File: src/dma_allow_region_table_core_macros.svh
// Assertion macros shared by the allow-region table RTL.
`ifndef DMA_ALLOW_REGION_TABLE_CORE_MACROS_SVH
`define DMA_ALLOW_REGION_TABLE_CORE_MACROS_SVH

// Same-cycle implication, checked outside reset.
`define DARAT_CHK_NOW(lbl, ante, cons, msg) \
  lbl: assert property (@(posedge clk) disable iff (!rst_n) (ante) |-> (cons)) \
    else $error(msg);

// Next-cycle implication, checked outside reset.
`define DARAT_CHK_NEXT(lbl, ante, cons, msg) \
  lbl: assert property (@(posedge clk) disable iff (!rst_n) (ante) |=> (cons)) \
    else $error(msg);

`endif

File: src/darat_pkg.sv
// Types and constants shared by the allow-region table modules.
`default_nettype none
package darat_pkg;

  localparam int CMD_W    = 2;
  localparam int ADDR_W   = 44;
  localparam int BYTES_W  = 36;
  localparam int STATUS_W = 2;
  localparam int SLOT_W   = 4;
  localparam int MASK_W   = 16;
  localparam int BASE_W   = 32;
  localparam int SIZE_W   = 24;
  localparam int FLAG_W   = 8;

  localparam logic [FLAG_W-1:0] ALLOW_BYTE = 8'hff;

  typedef enum logic [CMD_W-1:0] {
    CMD_ADD    = 2'd0,
    CMD_REMOVE = 2'd1,
    CMD_CLEAR  = 2'd2,
    CMD_NOP    = 2'd3
  } cmd_t;

  typedef enum logic [STATUS_W-1:0] {
    ST_OK         = 2'd0,
    ST_MISALIGNED = 2'd1,
    ST_NO_FREE    = 2'd2,
    ST_NOT_FOUND  = 2'd3
  } status_t;

  typedef enum logic [2:0] {
    S_IDLE,
    S_ADD,
    S_REM,
    S_WIPE,
    S_RESP
  } state_t;

  // One table entry as stored in the RAM.
  typedef struct packed {
    logic [FLAG_W-1:0] flags;
    logic [SIZE_W-1:0] size_pages;
    logic [BASE_W-1:0] base_page;
  } entry_t;

  localparam int ENTRY_W = $bits(entry_t);

endpackage
`default_nettype wire

File: src/darat_if.sv
// Valid/ready channel interfaces: command in, result out, protect-mask write.
`default_nettype none
interface darat_in_if import darat_pkg::*; ();
  logic               valid;
  logic               ready;
  logic [CMD_W-1:0]   cmd;
  logic [ADDR_W-1:0]  region_base;
  logic [BYTES_W-1:0] region_bytes;

  modport source (output valid, cmd, region_base, region_bytes, input ready);
  modport sink   (input valid, cmd, region_base, region_bytes, output ready);
endinterface

interface darat_out_if import darat_pkg::*; ();
  logic                valid;
  logic                ready;
  logic [STATUS_W-1:0] status;
  logic [SLOT_W-1:0]   slot;

  modport source (output valid, status, slot, input ready);
  modport sink   (input valid, status, slot, output ready);
endinterface

interface darat_cfg_if import darat_pkg::*; ();
  logic              valid;
  logic              ready;
  logic [MASK_W-1:0] protected_mask;

  modport source (output valid, protected_mask, input ready);
  modport sink   (input valid, protected_mask, output ready);
endinterface
`default_nettype wire

File: src/darat_ram.sv
// Generic single-write, single-read RAM with registered read data.
`default_nettype none
module darat_ram #(
  parameter int WIDTH = 8,
  parameter int DEPTH = 16,
  localparam int AW = (DEPTH > 1) ? $clog2(DEPTH) : 1
) (
  input  wire logic                 clk,
  input  wire logic                 we,
  input  wire logic [AW-1:0]        waddr,
  input  wire logic [WIDTH-1:0]     wdata,
  input  wire logic [AW-1:0]        raddr,
  output      logic [WIDTH-1:0]     rdata
);
  logic [WIDTH-1:0] mem [DEPTH];

  always_ff @(posedge clk) begin
    if (we) begin
      mem[waddr] <= wdata;
    end
    rdata <= mem[raddr];
  end
endmodule
`default_nettype wire

File: src/darat_match.sv
// Shared compare unit: exact base/size match of one entry against the key.
`default_nettype none
module darat_match import darat_pkg::*; (
  input  wire entry_t            entry,
  input  wire logic [BASE_W-1:0] key_base,
  input  wire logic [SIZE_W-1:0] key_size,
  output      logic              hit
);
  assign hit = (entry.base_page == key_base) && (entry.size_pages == key_size);
endmodule
`default_nettype wire

File: src/dma_allow_region_table_core.sv
// Top level of the DMA allow-region table: sequencer, in-use marks, entry RAM.
//
//  channel | dir | payload                              | accepted when
//  --------+-----+--------------------------------------+-------------------------
//  in_ch   | in  | cmd, region_base, region_bytes       | valid & ready (idle only)
//  out_ch  | out | status, slot                         | valid & ready
//  cfg_ch  | in  | protected_mask                       | valid & ready (always ready)
//
// Scans: add checks one entry per cycle until it finds a free one or reaches
// the last, then loads the result word. Remove reads the entry RAM one address
// per cycle through the compare unit, then loads the result word. Clear-all
// sweeps all ENTRIES slots, one per cycle, then loads it. Misaligned add and
// remove words and no-op words skip the scan and only load the result word. The
// single RAM read port and the one compare unit set the scan length.
// Reset: synchronous, clears in-use marks, protect mask and handshake state;
// RAM contents are only read for in-use entries and need no clearing.
// Stalls: a result word waits in the output register; a new command word is
// taken while it waits, and the block holds in its response step only if a
// second result is ready before the first is taken.
`default_nettype none
`include "dma_allow_region_table_core_macros.svh"
module dma_allow_region_table_core import darat_pkg::*; #(
  parameter int ENTRIES    = 16,
  parameter int PAGE_SHIFT = 12
) (
  input wire logic   clk,
  input wire logic   rst_n,
  darat_in_if.sink   in_ch,
  darat_out_if.source out_ch,
  darat_cfg_if.sink  cfg_ch
);
  localparam int IDX_W = (ENTRIES > 1) ? $clog2(ENTRIES) : 1;
  localparam int CNT_W = $clog2(ENTRIES + 1);
  localparam logic [IDX_W-1:0]   LAST_IDX  = IDX_W'(ENTRIES - 1);
  localparam logic [CNT_W-1:0]   CNT_END   = CNT_W'(ENTRIES);
  localparam logic [ADDR_W-1:0]  BASE_LOW  = (ADDR_W'(1) << PAGE_SHIFT) - ADDR_W'(1);
  localparam logic [BYTES_W-1:0] BYTES_LOW = (BYTES_W'(1) << PAGE_SHIFT) - BYTES_W'(1);

  // Zero-extend or truncate an entry index to the slot field.
  function automatic logic [SLOT_W-1:0] to_slot(input logic [IDX_W-1:0] idx);
    logic [IDX_W+SLOT_W-1:0] ext;
    ext = {{SLOT_W{1'b0}}, idx};
    return ext[SLOT_W-1:0];
  endfunction

  // ---------------------------------------------------------------- state
  state_t              state_r, state_nxt;
  logic [CNT_W-1:0]    cnt_r, cnt_nxt;
  logic [ENTRIES-1:0]  in_use_r, in_use_nxt;
  logic [MASK_W-1:0]   prot_mask_r;
  logic                chk_vld_r, chk_vld_nxt;
  logic [IDX_W-1:0]    chk_idx_r, chk_idx_nxt;
  status_t             res_status_r, res_status_nxt;
  logic [SLOT_W-1:0]   res_slot_r, res_slot_nxt;
  logic                out_vld_r;
  status_t             out_status_r;
  logic [SLOT_W-1:0]   out_slot_r;
  logic [BASE_W-1:0]   key_base_r;
  logic [SIZE_W-1:0]   key_size_r;

  // ---------------------------------------------------------------- decode
  logic               in_acc;
  logic               misaligned;
  logic [ADDR_W-1:0]  base_sh;
  logic [BYTES_W-1:0] bytes_sh;
  cmd_t               in_cmd;

  assign in_ch.ready = (state_r == S_IDLE);
  assign in_acc      = in_ch.valid && in_ch.ready;
  assign in_cmd      = cmd_t'(in_ch.cmd);
  assign misaligned  = ((in_ch.region_base & BASE_LOW) != '0) ||
                       ((in_ch.region_bytes & BYTES_LOW) != '0);
  assign base_sh     = in_ch.region_base >> PAGE_SHIFT;
  assign bytes_sh    = in_ch.region_bytes >> PAGE_SHIFT;

  // Entries past the mask width can never be protected.
  logic [ENTRIES-1:0] prot_vec;
  for (genvar g = 0; g < ENTRIES; g++) begin : g_prot
    if (g < MASK_W) begin : g_in
      assign prot_vec[g] = prot_mask_r[g];
    end else begin : g_out
      assign prot_vec[g] = 1'b0;
    end
  end

  // ---------------------------------------------------------------- RAM + compare
  logic             ram_we;
  logic [IDX_W-1:0] ram_waddr;
  entry_t           ram_wdata;
  logic [IDX_W-1:0] ram_raddr;
  entry_t           ram_rdata;
  logic             match_hit;

  darat_ram #(
    .WIDTH (ENTRY_W),
    .DEPTH (ENTRIES)
  ) u_ram (
    .clk   (clk),
    .we    (ram_we),
    .waddr (ram_waddr),
    .wdata (ram_wdata),
    .raddr (ram_raddr),
    .rdata (ram_rdata)
  );

  darat_match u_match (
    .entry    (ram_rdata),
    .key_base (key_base_r),
    .key_size (key_size_r),
    .hit      (match_hit)
  );

  // ---------------------------------------------------------------- scan status
  logic [IDX_W-1:0] cur_idx;
  logic             cur_free, cur_last;
  logic             chk_hit, chk_last;
  logic             rd_more;
  logic             out_free;

  assign cur_idx  = cnt_r[IDX_W-1:0];
  assign cur_free = !prot_vec[cur_idx] && !in_use_r[cur_idx];
  assign cur_last = (cur_idx == LAST_IDX);
  // RAM data arrives the cycle after its read address; chk_* tracks it.
  assign chk_hit  = chk_vld_r && match_hit && !prot_vec[chk_idx_r] && in_use_r[chk_idx_r];
  assign chk_last = chk_vld_r && (chk_idx_r == LAST_IDX);
  assign rd_more  = (cnt_r < CNT_END);
  assign out_free = !out_vld_r || out_ch.ready;

  // ---------------------------------------------------------------- next state
  always_comb begin
    state_nxt = state_r;
    unique case (state_r)
      S_IDLE: begin
        if (in_acc) begin
          unique case (in_cmd)
            CMD_ADD:    state_nxt = misaligned ? S_RESP : S_ADD;
            CMD_REMOVE: state_nxt = misaligned ? S_RESP : S_REM;
            CMD_CLEAR:  state_nxt = S_WIPE;
            CMD_NOP:    state_nxt = S_RESP;
            default:    state_nxt = S_RESP;
          endcase
        end
      end
      S_ADD: begin
        if (cur_free || cur_last) state_nxt = S_RESP;
      end
      S_REM: begin
        if (chk_hit || chk_last) state_nxt = S_RESP;
      end
      S_WIPE: begin
        if (cur_last) state_nxt = S_RESP;
      end
      S_RESP: begin
        if (out_free) state_nxt = S_IDLE;
      end
      default: state_nxt = S_IDLE;
    endcase
  end

  // ---------------------------------------------------------------- datapath control
  always_comb begin
    cnt_nxt        = cnt_r;
    in_use_nxt     = in_use_r;
    chk_vld_nxt    = 1'b0;
    chk_idx_nxt    = cur_idx;
    res_status_nxt = res_status_r;
    res_slot_nxt   = res_slot_r;
    ram_we         = 1'b0;
    ram_waddr      = cur_idx;
    ram_wdata      = '0;
    ram_raddr      = cur_idx;
    unique case (state_r)
      S_IDLE: begin
        cnt_nxt = '0;
        if (in_acc) begin
          res_status_nxt = misaligned && (in_cmd == CMD_ADD || in_cmd == CMD_REMOVE)
                           ? ST_MISALIGNED : ST_OK;
          res_slot_nxt   = '0;
        end
      end
      S_ADD: begin
        cnt_nxt = cnt_r + CNT_W'(1);
        if (cur_free) begin
          ram_we               = 1'b1;
          ram_wdata.base_page  = key_base_r;
          ram_wdata.size_pages = key_size_r;
          ram_wdata.flags      = ALLOW_BYTE;
          in_use_nxt[cur_idx]  = 1'b1;
          res_status_nxt       = ST_OK;
          res_slot_nxt         = to_slot(cur_idx);
        end else if (cur_last) begin
          res_status_nxt = ST_NO_FREE;
          res_slot_nxt   = '0;
        end
      end
      S_REM: begin
        if (rd_more) begin
          cnt_nxt     = cnt_r + CNT_W'(1);
          chk_vld_nxt = !chk_hit && !chk_last;
        end
        if (chk_hit) begin
          ram_we                = 1'b1;
          ram_waddr             = chk_idx_r;
          in_use_nxt[chk_idx_r] = 1'b0;
          res_status_nxt        = ST_OK;
          res_slot_nxt          = to_slot(chk_idx_r);
        end else if (chk_last) begin
          res_status_nxt = ST_NOT_FOUND;
          res_slot_nxt   = '0;
        end
      end
      S_WIPE: begin
        cnt_nxt = cnt_r + CNT_W'(1);
        if (!prot_vec[cur_idx]) begin
          ram_we              = 1'b1;
          in_use_nxt[cur_idx] = 1'b0;
        end
        if (cur_last) begin
          res_status_nxt = ST_OK;
          res_slot_nxt   = '0;
        end
      end
      S_RESP: begin
        cnt_nxt = '0;
      end
      default: begin
        cnt_nxt = '0;
      end
    endcase
  end

  // ---------------------------------------------------------------- registers
  always_ff @(posedge clk) begin
    if (!rst_n) begin
      state_r      <= S_IDLE;
      cnt_r        <= '0;
      in_use_r     <= '0;
      prot_mask_r  <= '0;
      chk_vld_r    <= 1'b0;
      out_vld_r    <= 1'b0;
      res_status_r <= ST_OK;
      res_slot_r   <= '0;
    end else begin
      state_r      <= state_nxt;
      cnt_r        <= cnt_nxt;
      in_use_r     <= in_use_nxt;
      chk_vld_r    <= chk_vld_nxt;
      res_status_r <= res_status_nxt;
      res_slot_r   <= res_slot_nxt;
      if (cfg_ch.valid) begin
        prot_mask_r <= cfg_ch.protected_mask;
      end
      if (state_r == S_RESP && out_free) begin
        out_vld_r <= 1'b1;
      end else if (out_ch.ready) begin
        out_vld_r <= 1'b0;
      end
    end
  end

  // Payload registers, no reset.
  always_ff @(posedge clk) begin
    chk_idx_r <= chk_idx_nxt;
    if (in_acc) begin
      key_base_r <= base_sh[BASE_W-1:0];
      key_size_r <= bytes_sh[SIZE_W-1:0];
    end
    if (state_r == S_RESP && out_free) begin
      out_status_r <= res_status_r;
      out_slot_r   <= res_slot_r;
    end
  end

  assign cfg_ch.ready  = 1'b1;
  assign out_ch.valid  = out_vld_r;
  assign out_ch.status = out_status_r;
  assign out_ch.slot   = out_slot_r;

  // ---------------------------------------------------------------- checks
  `DARAT_CHK_NOW(a_prot_never_claimed, $past(rst_n), ((in_use_r & ~$past(in_use_r) & $past(prot_vec)) == '0), "protected entry marked in use")
  `DARAT_CHK_NOW(a_one_mark_per_cycle, $past(rst_n), ($countones(in_use_r ^ $past(in_use_r)) <= 1), "more than one in-use mark changed in a cycle")
  `DARAT_CHK_NOW(a_ram_write_in_scan, ram_we, (state_r == S_ADD || state_r == S_REM || state_r == S_WIPE), "entry RAM written outside a scan")
  `DARAT_CHK_NEXT(a_accept_leaves_idle, in_acc, (state_r != S_IDLE), "command word accepted but sequencer stayed idle")
endmodule
`default_nettype wire
File: src/flat_wrapper.sv
// flat-port wrapper written by rule: the top's interface ports become plain ports
module dma_allow_region_table_core_flat import darat_pkg::*;
#(
  parameter int ENTRIES    = 16,
  parameter int PAGE_SHIFT = 12
)
  (clk, rst_n, in_ch_valid, in_ch_cmd, in_ch_region_base, in_ch_region_bytes, in_ch_ready, out_ch_valid, out_ch_status, out_ch_slot, out_ch_ready, cfg_ch_valid, cfg_ch_protected_mask, cfg_ch_ready);
  darat_in_if in_ch_i ();
  darat_out_if out_ch_i ();
  darat_cfg_if cfg_ch_i ();
  input wire logic clk;
  input wire logic rst_n;
  input wire logic [$bits(in_ch_i.valid)-1:0] in_ch_valid;
  input wire logic [$bits(in_ch_i.cmd)-1:0] in_ch_cmd;
  input wire logic [$bits(in_ch_i.region_base)-1:0] in_ch_region_base;
  input wire logic [$bits(in_ch_i.region_bytes)-1:0] in_ch_region_bytes;
  output wire logic [$bits(in_ch_i.ready)-1:0] in_ch_ready;
  output wire logic [$bits(out_ch_i.valid)-1:0] out_ch_valid;
  output wire logic [$bits(out_ch_i.status)-1:0] out_ch_status;
  output wire logic [$bits(out_ch_i.slot)-1:0] out_ch_slot;
  input wire logic [$bits(out_ch_i.ready)-1:0] out_ch_ready;
  input wire logic [$bits(cfg_ch_i.valid)-1:0] cfg_ch_valid;
  input wire logic [$bits(cfg_ch_i.protected_mask)-1:0] cfg_ch_protected_mask;
  output wire logic [$bits(cfg_ch_i.ready)-1:0] cfg_ch_ready;
  assign in_ch_i.valid = in_ch_valid;
  assign in_ch_i.cmd = in_ch_cmd;
  assign in_ch_i.region_base = in_ch_region_base;
  assign in_ch_i.region_bytes = in_ch_region_bytes;
  assign in_ch_ready = in_ch_i.ready;
  assign out_ch_valid = out_ch_i.valid;
  assign out_ch_status = out_ch_i.status;
  assign out_ch_slot = out_ch_i.slot;
  assign out_ch_i.ready = out_ch_ready;
  assign cfg_ch_i.valid = cfg_ch_valid;
  assign cfg_ch_i.protected_mask = cfg_ch_protected_mask;
  assign cfg_ch_ready = cfg_ch_i.ready;
  dma_allow_region_table_core #(.ENTRIES(ENTRIES), .PAGE_SHIFT(PAGE_SHIFT)) u_core (.clk(clk), .rst_n(rst_n), .in_ch(in_ch_i), .out_ch(out_ch_i), .cfg_ch(cfg_ch_i));
endmodule
File: config.mk
export PLATFORM = sky130hd
export DESIGN_NAME = dma_allow_region_table_core_flat
export DESIGN_NICKNAME = d
export VERILOG_FILES = /design/src/darat_pkg.sv /design/src/darat_if.sv /design/src/darat_ram.sv /design/src/darat_match.sv /design/src/dma_allow_region_table_core.sv /design/src/flat_wrapper.sv
export VERILOG_INCLUDE_DIRS = /design/src /design/src/src
export SDC_FILE = /design/constraint.sdc
export NUM_CORES = 1
export LEC_CHECK = 0
export BUFFER_PORTS_ARGS = -buffer_cell sky130_fd_sc_hd__clkbuf_2
export CAP_MARGIN = 20
export CORE_MARGIN = 10
export CORE_UTILIZATION = 45
export CTS_CLUSTER_DIAMETER = 80
export DETAILED_ROUTE_END_ITERATION = 10
export PLACE_DENSITY = 0.67
export SLEW_MARGIN = 20
export SYNTH_ARGS = -nofsm -noshare
export SYNTH_HDL_FRONTEND = slang
export SYNTH_SLANG_ARGS = --single-unit
File: constraint.sdc
create_clock -name clk -period 6.9 [get_ports clk]
set_clock_uncertainty 0.05 [all_clocks]
set_input_delay 0.69 -clock clk [delete_from_list [all_inputs] [get_ports clk]]
set_output_delay 0.69 -clock clk [all_outputs]
set_load 0.05 [all_outputs]
== Word level (Yosys, flattened, before mapping) ==
Memory sizes are Yosys's and may differ from the RTL's. A register that Yosys moved wholly into a read port is not among the register bits.
Index checks and enable logic that the tools add are counted.
W data, S select, Z words.

* $add $sub $neg: 1
* Equal/unequal tests: 22
* Bitwise logic cells: 5
* Reductions and logical operators: 36
* Magnitude comparators: 5
* Muxes and demuxes: 53

{| class="wikitable"
|+ Operator list
! operator !! count
|-
| $mux W64 || 2
|-
| $mux W16 || 3
|-
| $pmux W16 S3 || 1
|-
| $reduce_bool A44 Y1 || 1
|-
| $reduce_bool A36 Y1 || 1
|-
| $and A16 B16 Y16 || 2
|-
| $eq A32 B32 Y1 || 1
|-
| $not A16 Y16 || 2
|-
| $mux W4 || 7
|-
| $eq A24 B24 Y1 || 1
|-
| $mux W3 || 7
|-
| $bmux W1 S4 || 4
|-
| $or A16 B16 Y16 || 1
|-
| $pmux W4 S4 || 1
|-
| $pmux W3 S5 || 1
|-
| $mux W1 || 14
|-
| $ne A2 B1 Y1 const B || 7
|-
| $logic_and A1 B1 Y1 || 12
|-
| $mux W2 || 6
|-
| $pmux W3 S4 || 1
|-
| $lt A4 B5 Y1 const B || 2
|-
| $pmux W5 S2 || 1
|-
| $reduce_and A5 Y1 || 2
|-
| $demux W1 S4 || 2
|-
| 24 further kinds || 40
|}

* Bits of input ports: 103
* Memories kept: 1
* Logic and storage cells: 136
* Register bits after elaboration: 114
* Memory bits (writable): 1024
* Output and inout bits: 9

{| class="wikitable"
|+ Memories
! memory !! depth !! bits a word !! read ports !! clocked after Yosys merged registers in !! write ports !! RTL line !! source
|-
| u_core.u_ram.mem || 16 || 64 || 1 || 1 || 1 || darat_ram.sv:15 || <nowiki>logic [WIDTH-1:0] mem [DEPTH];</nowiki>
|}

== Longest topological paths before layout ==
Gate-level depths: netlist of run 1.

* Depth in word-level cells: 9
* Depth in mapped cells: 10
* Depth with buffers taken out: 7

== Modules after synthesis ==
Synthesis of run 1 repeated with hierarchy kept, for this count alone.

* Cell total of the unflattened synthesis: 2218
* Area, all modules: 45570.0 sq um

{| class="wikitable"
|+ Modules (own cells, without submodules)
! module !! sequential area each (sq um) !! cells each !! times used !! area an instance (sq um)
|-
| darat_ram || 32030.7 || 1647 || 1 || 39581.7
|-
| dma_allow_region_table_core || 2902.8 || 496 || 1 || 5375.2
|-
| darat_match || 0.0 || 75 || 1 || 613.1
|}

== Worst setup path after synthesis of run 1 ==
No wires, ideal clock.

* Path kind: register -> register
* Start point: register u_core.chk_idx_r[1]
* End point: memory u_core.u_ram.mem[4][0] in the netlist's numbering (enable)
* Cell stages (with the launch flop): 9
* Path buffers: 1
* Slack: -0.152 ns
* Data arrival time: 6.449 ns
* Clock period less this slack: 7.052 ns
* Data required time: 6.297 ns
* Setup time: 0.553 ns
* Cells stage by stage: dfxtp_1 > or4b_1 > o311ai_1 > o32ai_1 > or4_1 > or3_1 > buf_2 > or2_4 > o31ai_1

* Cells in the longest elaborated chain, start to end: 9
* Elaborated cells between the ends (all ways): 13
* Classes of those cells: mux: 10; reduce/logical: 3

{| class="wikitable"
|+ Ends and longest elaborated chain
! item !! RTL line !! source
|-
| start: declaration || dma_allow_region_table_core.sv:52 || <nowiki>logic [IDX_W-1:0] chk_idx_r, chk_idx_nxt;</nowiki>
|-
| start signal: assignment || dma_allow_region_table_core.sv:263 || <nowiki>chk_idx_r <= chk_idx_nxt;</nowiki>
|-
| $bmux W1 S4 || dma_allow_region_table_core.sv:124 || <nowiki>assign chk_hit = chk_vld_r && match_hit && !prot_vec[chk_idx_r] && in_use_r[chk_idx_r];</nowiki>
|-
| $mux W1 (implied by the code) || dma_allow_region_table_core.sv:124 ||
|-
| $logic_not A1 Y1 || dma_allow_region_table_core.sv:124 ||
|-
| $logic_and A1 B1 Y1 (2 in a row) || dma_allow_region_table_core.sv:124 ||
|-
| $mux W1 || dma_allow_region_table_core.sv:201 || <nowiki>if (chk_hit) begin</nowiki>
|-
| $pmux W1 S3 || dma_allow_region_table_core.sv:172 || <nowiki>unique case (state_r)</nowiki>
|-
| $mux W1 || darat_ram.sv:18 || <nowiki>if (we) begin</nowiki>
|-
| $mux W1 (implied by the code) || darat_ram.sv:19 || <nowiki>mem[waddr] <= wdata;</nowiki>
|-
| end: declaration || darat_ram.sv:15 ||
|}

Parallel ways exist; a longest one is shown, timed or not. The select of a mux whose other input is x is not followed.

== Final worst setup path of run 1 ==
* Start point: register u_core.cnt_r[1]
* End point: memory u_core.u_ram.mem[0][6] in the netlist's numbering (enable)

* Cells in the longest elaborated chain, start to end: 8
* Elaborated cells between the ends (all ways): 14
* Classes of those cells: mux: 11; reduce/logical: 3

{| class="wikitable"
|+ Ends and longest elaborated chain
! item !! RTL line !! source
|-
| start: declaration || dma_allow_region_table_core.sv:48 || <nowiki>logic [CNT_W-1:0] cnt_r, cnt_nxt;</nowiki>
|-
| start signal: assignment || dma_allow_region_table_core.sv:245 || <nowiki>cnt_r <= cnt_nxt;</nowiki>
|-
| $bmux W1 S4, on equally long branches || dma_allow_region_table_core.sv:121, dma_allow_region_table_core.sv:214 ||
|-
| $mux W1, on equally long branches || dma_allow_region_table_core.sv:121, dma_allow_region_table_core.sv:214 ||
|-
| $logic_not A1 Y1 || dma_allow_region_table_core.sv:121 || <nowiki>assign cur_free = !prot_vec[cur_idx] && !in_use_r[cur_idx];</nowiki>
|-
| $logic_and A1 B1 Y1 || dma_allow_region_table_core.sv:121 ||
|-
| $mux W1 || dma_allow_region_table_core.sv:183 || <nowiki>if (cur_free) begin</nowiki>
|-
| $pmux W1 S3 || dma_allow_region_table_core.sv:172 ||
|-
| $mux W1 || darat_ram.sv:18 ||
|-
| $mux W1 (implied by the code) || darat_ram.sv:19 ||
|}

Parallel ways exist; a longest one is shown, timed or not. The select of a mux whose other input is x is not followed.

==> results of run 1 <==
## worst max-delay path by stage
| stage | startpoint | end | slack (ns) |
|---|---|---|---|
| 5_1_grt | u_core.cnt_r[1]$_SDFFE_PN0P_ | u_core.u_ram.mem[15][48]$_DFFE_PP_ | 1.68 |
| 3_3_place_gp | u_core.cnt_r[1]$_SDFFE_PN0P_ | u_core.u_ram.mem[13][28]$_DFFE_PP_ | 1.82 |
| 6_report | u_core.cnt_r[1]$_SDFFE_PN0P_ | u_core.u_ram.mem[0][6]$_DFFE_PP_ | 1.81 |
| 2_1_floorplan | u_core.chk_idx_r[1]$_DFF_P_ | u_core.u_ram.mem[4][0]$_DFFE_PP_ | -0.15 |
| 3_5_place_dp | u_core.cnt_r[1]$_SDFFE_PN0P_ | u_core.u_ram.mem[13][32]$_DFFE_PP_ | 1.74 |
| 4_1_cts | u_core.cnt_r[1]$_SDFFE_PN0P_ | u_core.u_ram.mem[13][51]$_DFFE_PP_ | 1.74 |
## layout by cell type, fill, tap and decap left out, types with 14 or more instances in the layout
cell type	count
dfxtp_1	104
clkbuf_2	110
nand2_1	37
buf_4	28
nor2_1	39
clkinv_1	20
xnor2_1	25
clkbuf_1	21
clkbuf_16	106
xor2_1	21
and2_1	62
clkinv_2	20
nor4_1	19
nor3_1	14
mux2i_1	19
nand3_1	31
mux4_2	289
nand4_1	24
nand2b_1	28
edfxtp_1	958
## cells by family after synthesis
kind of cell,after synthesis,share of synthesized area
AOI/OAI and AO/OA,101,0.01751
and+or+nand+nor,299,0.04094
buffers and inverters,120,0.01127
other,1,0.00009157
adders and majority gates,4,0.001222
muxes,309,0.1639
xor gates and xnor gates,46,0.009838
DFF,1066,0.7553
## state kept, by name (all words and copies together), names as in the netlist, 2 cells and up
register and cells:
u_core.res_slot_r 4, u_core.in_use_r 16, u_core.cnt_r 5, u_core.u_ram.rdata 56, u_core.out_ch.slot 4, u_core.prot_mask_r 16
u_core.state_r 3, u_core.out_ch.status 2, u_core.res_status_r 2, u_core.chk_idx_r 4, u_core.key_size_r 24, u_core.key_base_r 32
u_core.u_ram.mem 896
## routing by layer
| layer | global-route usage | routed length (um) | up-vias |
|---|---|---|---|
| li1 | - | - | 8407 |
| met5 | 0 | 0 | - |
| met2 | 0.2870 | 44980 | 994 |
| met4 | 0.05666 | 2598 | 0 |
| met1 | 0.2605 | 39920 | 10632 |
| met3 | 0.03711 | 8032 | 167 |
## area by class of cell
type | instances | area, um2 | area share
Clock buffer | 138 | 2883 | 0.06156
Clock inverter | 62 | 720.7 | 0.01539
Inverter | 16 | 61.31 | 0.001309
Multi-Input combinational cell | 760 | 9788 | 0.2090
Sequential cell | 1066 | 30940 | 0.6609
Tap cell | 1176 | 1471 | 0.03142
Timing Repair Buffer | 147 | 955.9 | 0.02041
## worst reg2reg max path, cell delays in order (launching register included)
cell and delay [ns]:
dfxtp_4 0.82, mux4_2 0.61, mux4_2 0.48, nor2_1 0.11, o31a_1 0.80, and3_1 0.36, nor2_1 0.16, o41ai_4 0.87
buf_12 0.39
## metrics by stage
step | util | setup slack [ns]
final | 0.5194 | 1.806
after CTS | 0.5188 | 1.741
after global routing | 0.5194 | 1.685
after global placement | 0.4787 | 1.821
after detailed placement | 0.4788 | 1.740
after floorplan | - | -0.1515
## where the power goes
part           internal (mW)  total, mW  switching (mW)
combinational          0.214      0.544           0.330
clock                   3.41       5.85            2.43
sequential              7.09       7.17          0.0829
==> impl_metrics.env, run 1 <==
export IMPL_cp_data_arrival_time_ns=5.36
export IMPL_antenna_left=0
export IMPL_synth_nets=2053
export IMPL_drt_wl_total_um=95530
export IMPL_worstPathCellList="mux4_2, mux4_2, nor2_1, o31a_1, and3_1, nor2_1, o41ai_4, buf_12"
export IMPL_synth_edf_count=958
export IMPL_antenna_cells=0
export IMPL_rsz0062_at_grt="no"
export IMPL_finalSetupTns_ns=0
export IMPL_period_needed_ns=5.094
export IMPL_dp_cells=3163
export IMPL_synth_most_common_cell="edfxtp_1"
export IMPL_die_w_um=321.7
export IMPL_fillers=6880
export IMPL_setup_worst_path_class="register to register"
export IMPL_place_gp_congestion=0.8984
export IMPL_required_ns=7.16
export IMPL_critical_path_buf_inv_count=1
export IMPL_synthCells=1946
export IMPL_slowest_stage="o41ai_4"
export IMPL_yosysSeqAreaShare=0.7553
export IMPL_cap_violations=0
export IMPL_ctsHoldBuffers=0
export IMPL_cts_buffers=105
export IMPL_clock_path_buffers=3
export IMPL_power_mw=13.56
export IMPL_grt_pass1_wl_um=140800
export IMPL_fmax_mhz=196.3
export IMPL_reg2reg_depth=8
export IMPL_cpLargestDelayFamily="compound AO/OA/AOI/OAI gates"
export IMPL_ys_warn_count=0
export IMPL_io_buffers=110
export IMPL_critPathMaxFanout=48
export IMPL_async_reset_ff_frac=0
export IMPL_ir_worst_vdd_v=0.0002407
export IMPL_hold_depth=1
export IMPL_avgSynthCellArea_um2=21.04
export IMPL_initial_utilization=0.4543
export IMPL_synth_top_area_frac=0.7025
export IMPL_synth_area_leaders="edfxtp_1, mux4_2, dfxtp_1"
export IMPL_setup_viol=0
export IMPL_period_share=0.7383
export IMPL_ys_top_cells_by_count="edfxtp_1, mux4_2, dfxtp_1"
export IMPL_track_usage=0.1843
export IMPL_clock_latency_ns=0.70
export IMPL_synth_cell_types=65
export IMPL_via_count=20200
export IMPL_postPlaceCellArea_um2=43170
export IMPL_worst_setup_path_end_kind="register"
export IMPL_reg2reg_from="u_core.cnt_r[1]$_SDFFE_PN0P_"
export IMPL_drt_iter0_drc=2249
export IMPL_vias_per_cell=6.003
export IMPL_root_buffer="clkbuf_16"
export IMPL_die_height_um=321.7
export IMPL_antenna_found_initial=2
export IMPL_die_area_um2=103500
export IMPL_hold_start="in_ch_region_base[23]"
export IMPL_syn_to_final_growth_pct=14.34
export IMPL_hpwl_um=54440
export IMPL_io_pins=112
export IMPL_final_area_um2=46820
export IMPL_synth_ff_type="edfxtp_1"
export IMPL_cts_tree="built"
export IMPL_dr_pass1_iters=8
export IMPL_path_depth=8
export IMPL_slew_headroom=0.2370
export IMPL_synth_area_leader_cell="edfxtp_1"
export IMPL_rows=110
export IMPL_leakagePower_nw=14.37
export IMPL_finalHoldViolations=0
export IMPL_grt_start_max_net_pins=157
export IMPL_holdCritPathClass="input pin to register"
export IMPL_hold_end="u_core.key_base_r[11]$_DFFE_PP_"
export IMPL_clock_sinks=1066
export IMPL_layout_nets=2203
export IMPL_finalMaxSlewViolations=0
export IMPL_whs_ns=0.1168
export IMPL_fin_cells=3365
export IMPL_max_stage_delay_ns=0.87
export IMPL_ys_ff_latch=1066
export IMPL_core_area_um2=90150
export IMPL_cts_resized=0
export IMPL_clkTransAtPathRegs_ns=0.06
export IMPL_drc=0
export IMPL_start_kind="register"
export IMPL_reg2reg_setup_slack_ns=1.81
export IMPL_power_density_nw_per_um2=289.6
export IMPL_wl_per_cell_um=28.39
export IMPL_tightest_slew_ns=1.144
export IMPL_post_cts_buffers=0
export IMPL_htreeDepth=3
export IMPL_syn_area_um2=40950
export IMPL_status="complete, no violations"
export IMPL_globalRouteOverflowTotal=0
export IMPL_reg2reg_to="u_core.u_ram.mem[0][6]$_DFFE_PP_"
export IMPL_grt_pass1_vias=20567
export IMPL_drive_gt1_frac=0.2860
(Power assumes the default switching activity.)
==> run 2: changes to the inputs <==
--- a/config.mk
+++ b/config.mk
@@ -6,13 +6,14 @@
 export SDC_FILE = /design/constraint.sdc
 export NUM_CORES = 1
 export LEC_CHECK = 0
+export ABC_AREA = 1
 export BUFFER_PORTS_ARGS = -buffer_cell sky130_fd_sc_hd__clkbuf_2
 export CAP_MARGIN = 20
 export CORE_MARGIN = 10
 export CORE_UTILIZATION = 45
 export CTS_CLUSTER_DIAMETER = 80
 export DETAILED_ROUTE_END_ITERATION = 10
-export PLACE_DENSITY = 0.67
+export PLACE_DENSITY = 0.65
 export SLEW_MARGIN = 20
 export SYNTH_ARGS = -nofsm -noshare
 export SYNTH_HDL_FRONTEND = slang
==> constraint.sdc (replaced) <==
create_clock -name clk -period 5 [get_ports clk]
set_clock_uncertainty 0.05 [all_clocks]
set_input_delay 0.5 -clock clk [delete_from_list [all_inputs] [get_ports clk]]
set_output_delay 0.5 -clock clk [all_outputs]
set_load 0.05 [all_outputs]
==> impl_metrics.env, run 2 <==
export IMPL_dp_cells=4779
export IMPL_leakagePower_nw=17.15
export IMPL_die_w_um=326.1
export IMPL_synth_edf_count=958
export IMPL_reg2reg_from="u_core.chk_idx_r[0]$_DFF_P_"
export IMPL_finalHoldViolations=0
export IMPL_synth_area_leader_cell="edfxtp_1"
export IMPL_root_buffer="clkbuf_16"
export IMPL_setup_worst_path_class="register to register"
export IMPL_grtUsageMet1=0.2746
export IMPL_largest_reg_flops=896
export IMPL_slowest_stage="dfxtp_1"
export IMPL_critPathMaxFanout=22
export IMPL_regMostFlops="u_core.u_ram.mem"
export IMPL_tightest_slew_ns=1.144
export IMPL_wl_per_cell_um=21.69
export IMPL_dp_slack_ns=0.9332
export IMPL_hold_start="out_ch_ready"
export IMPL_gr_usage_met3=0.02708
export IMPL_synth_area_leaders="edfxtp_1, o21ai_0, nor2_1"
export IMPL_io_pins=112
export IMPL_finalMaxSlewViolations=0
export IMPL_reg2reg_setup_slack_ns=0.94
export IMPL_avgSynthCellArea_um2=11.84
export IMPL_slew_headroom=0.2375
export IMPL_drc=0
export IMPL_via_count=27898
export IMPL_required_ns=5.32
export IMPL_worstPathCellList="buf_4, inv_2, nand2_2, nor2_1, nor2_1, nand2_1, nand2_1, nand2_1, inv_1, nand2_1, nor2_1, nand2_1, inv_2, nand2_4, nand3_4, inv_2, nor2_4, nand2_2, nor2_4, buf_4"
export IMPL_synth_most_common_cell="edfxtp_1"
export IMPL_antenna_cells=0
export IMPL_max_stage_delay_ns=0.62
export IMPL_layout_nets=3807
export IMPL_globalRouteMet2Util=0.3285
export IMPL_cts_buffers=109
export IMPL_drt_iter0_drc=3087
export IMPL_critical_path_buf_inv_count=6
export IMPL_cts_resized=0
export IMPL_setup_viol=0
export IMPL_clock_latency_ns=0.71
export IMPL_start_kind="register"
export IMPL_track_usage=0.1998
export IMPL_hpwl_um=57120
export IMPL_die_height_um=326.1
export IMPL_synth_cell_types=40
export IMPL_grt_pass1_wl_um=165900
export IMPL_rows=112
export IMPL_io_buffers=110
export IMPL_synth_ff_type="edfxtp_1"
export IMPL_ys_top_cells_by_count="edfxtp_1, nor2_1, nand2_1"
export IMPL_antenna_left=0
export IMPL_period_share=0.8124
export IMPL_cp_data_arrival_time_ns=4.38
export IMPL_rsz0062_at_grt="no"
export IMPL_final_cell_mix="edfxtp_1, nor2_1, nand2_1, o21ai_0, o22ai_1"
export IMPL_power_density_nw_per_um2=481.0
export IMPL_synthCells=3561
export IMPL_core_area_um2=93190
export IMPL_syn_to_final_growth_pct=14.75
export IMPL_postPlaceCellArea_um2=44240
export IMPL_cts_tree="built"
export IMPL_vias_per_cell=5.528
export IMPL_top_usage_layer="met2"
export IMPL_setup_slack_ns=0.9380
export IMPL_dr_pass1_iters=5
export IMPL_htreeDepth=3
export IMPL_ctsHoldBuffers=64
export IMPL_grt_start_max_net_pins=209
export IMPL_holdCritPathClass="input pin to register"
export IMPL_clkTransAtPathRegs_ns=0.06
export IMPL_whs_ns=0.04869
export IMPL_period_needed_ns=4.062
export IMPL_die_area_um2=106300
export IMPL_post_cts_buffers=0
export IMPL_antenna_found_initial=0
export IMPL_ys_warn_count=0
export IMPL_place_gp_congestion=0.8205
export IMPL_status="complete, no violations"
export IMPL_finalSetupTns_ns=0
export IMPL_worst_setup_path_end_kind="register"
export IMPL_async_reset_ff_frac=0
export IMPL_clock_path_buffers=3
export IMPL_cap_violations=0
export IMPL_fmax_mhz=246.2
export IMPL_cpLargestDelayFamily="simple AND/OR/NAND/NOR gates"
export IMPL_final_area_um2=48370
export IMPL_largestRegisters="u_core.u_ram.mem x896, u_core.u_ram.rdata x56, u_core.key_base_r x32"
export IMPL_yosysSeqAreaShare=0.7338
export IMPL_synth_nets=3668
export IMPL_synth_top_area_frac=0.6825
export IMPL_ys_ff_latch=1066
export IMPL_globalRouteOverflowTotal=0
export IMPL_ir_worst_vdd_v=0.0003332
export IMPL_final_common_cell="edfxtp_1"
export IMPL_drive_gt1_frac=0.09887
export IMPL_clock_sinks=1066
export IMPL_syn_area_um2=42150
export IMPL_initial_utilization=0.4523
export IMPL_crit_top_cell="nand2_1"
export IMPL_fin_cells=5047
export IMPL_grt_pass1_vias=26781
export IMPL_startpoint="u_core.chk_idx_r[0]$_DFF_P_"
export IMPL_drt_wl_total_um=109500
[run 2: through the flow]
| step | power [mW] | util |
|---|---|---|
| final | 23.27 | 0.5190 |
| after global placement | 15.46 | 0.4747 |
| after CTS | 23.38 | 0.5190 |
| after detailed placement | 15.49 | 0.4747 |
| after floorplan | 14.15 | - |
| after global routing | 24.35 | 0.5190 |
[run 2: worst min-delay path, delay by kind of cell]
kind | cells | cell delay (ns)
buffers and inverters | 2 | 0.13
AO/OA/AOI/OAI | 1 | 0.06
AND/OR/NAND/NOR | 1 | 0.05
[run 2: kinds of logic (layout without fill, tap and decap cells)]
group | Yosys count | after routing | synth area share
xor gates and xnor gates | 13 | 13 | 0.002701
buffers and inverters | 394 | 626 | 0.03716
other | 1 | 1 | 0.00008896
DFF | 1066 | 1066 | 0.7338
adders and majority gates | 4 | 4 | 0.001187
AOI/OAI and AO/OA | 796 | 796 | 0.1034
and+or+nand+nor | 1287 | 1287 | 0.1217
[run 2: power by group]
part           leakage, nW  internal [mW]  total [mW]  switching, mW
combinational         5.75           1.27        4.43           3.16
sequential            9.71           10.6        11.0          0.355
clock                 1.69           4.44        7.88           3.44
[run 2: cell type report]
class	count	area, um2
tap	1254	1569
clock buffer	156	3024
timing repair buffer	232	1839
clock inverter	48	459.2
sequential	1066	30940
multi-input combinational	2101	9811
inverter	190	728.2
fill	7853	44820
[run 2: final timing paths]
check	endpoint	depth (start not counted)
min reg2reg	u_core.out_ch.slot[0]$_DFFE_PP_	0
max reg2reg	u_core.u_ram.mem[5][41]$_DFFE_PP_	20
max	u_core.u_ram.mem[5][41]$_DFFE_PP_	20
min	u_core.out_ch.valid$_SDFFE_PN0P_	4
[run 2: routing by layer]
| metal | share of wire | vias to the layer above |
|---|---|---|
| met5 | 0 | - |
| met4 | 0.022 | 0 |
| met3 | 0.068 | 179 |
| met2 | 0.48 | 1088 |
| met1 | 0.43 | 13709 |
| li1 | - | 12922 |
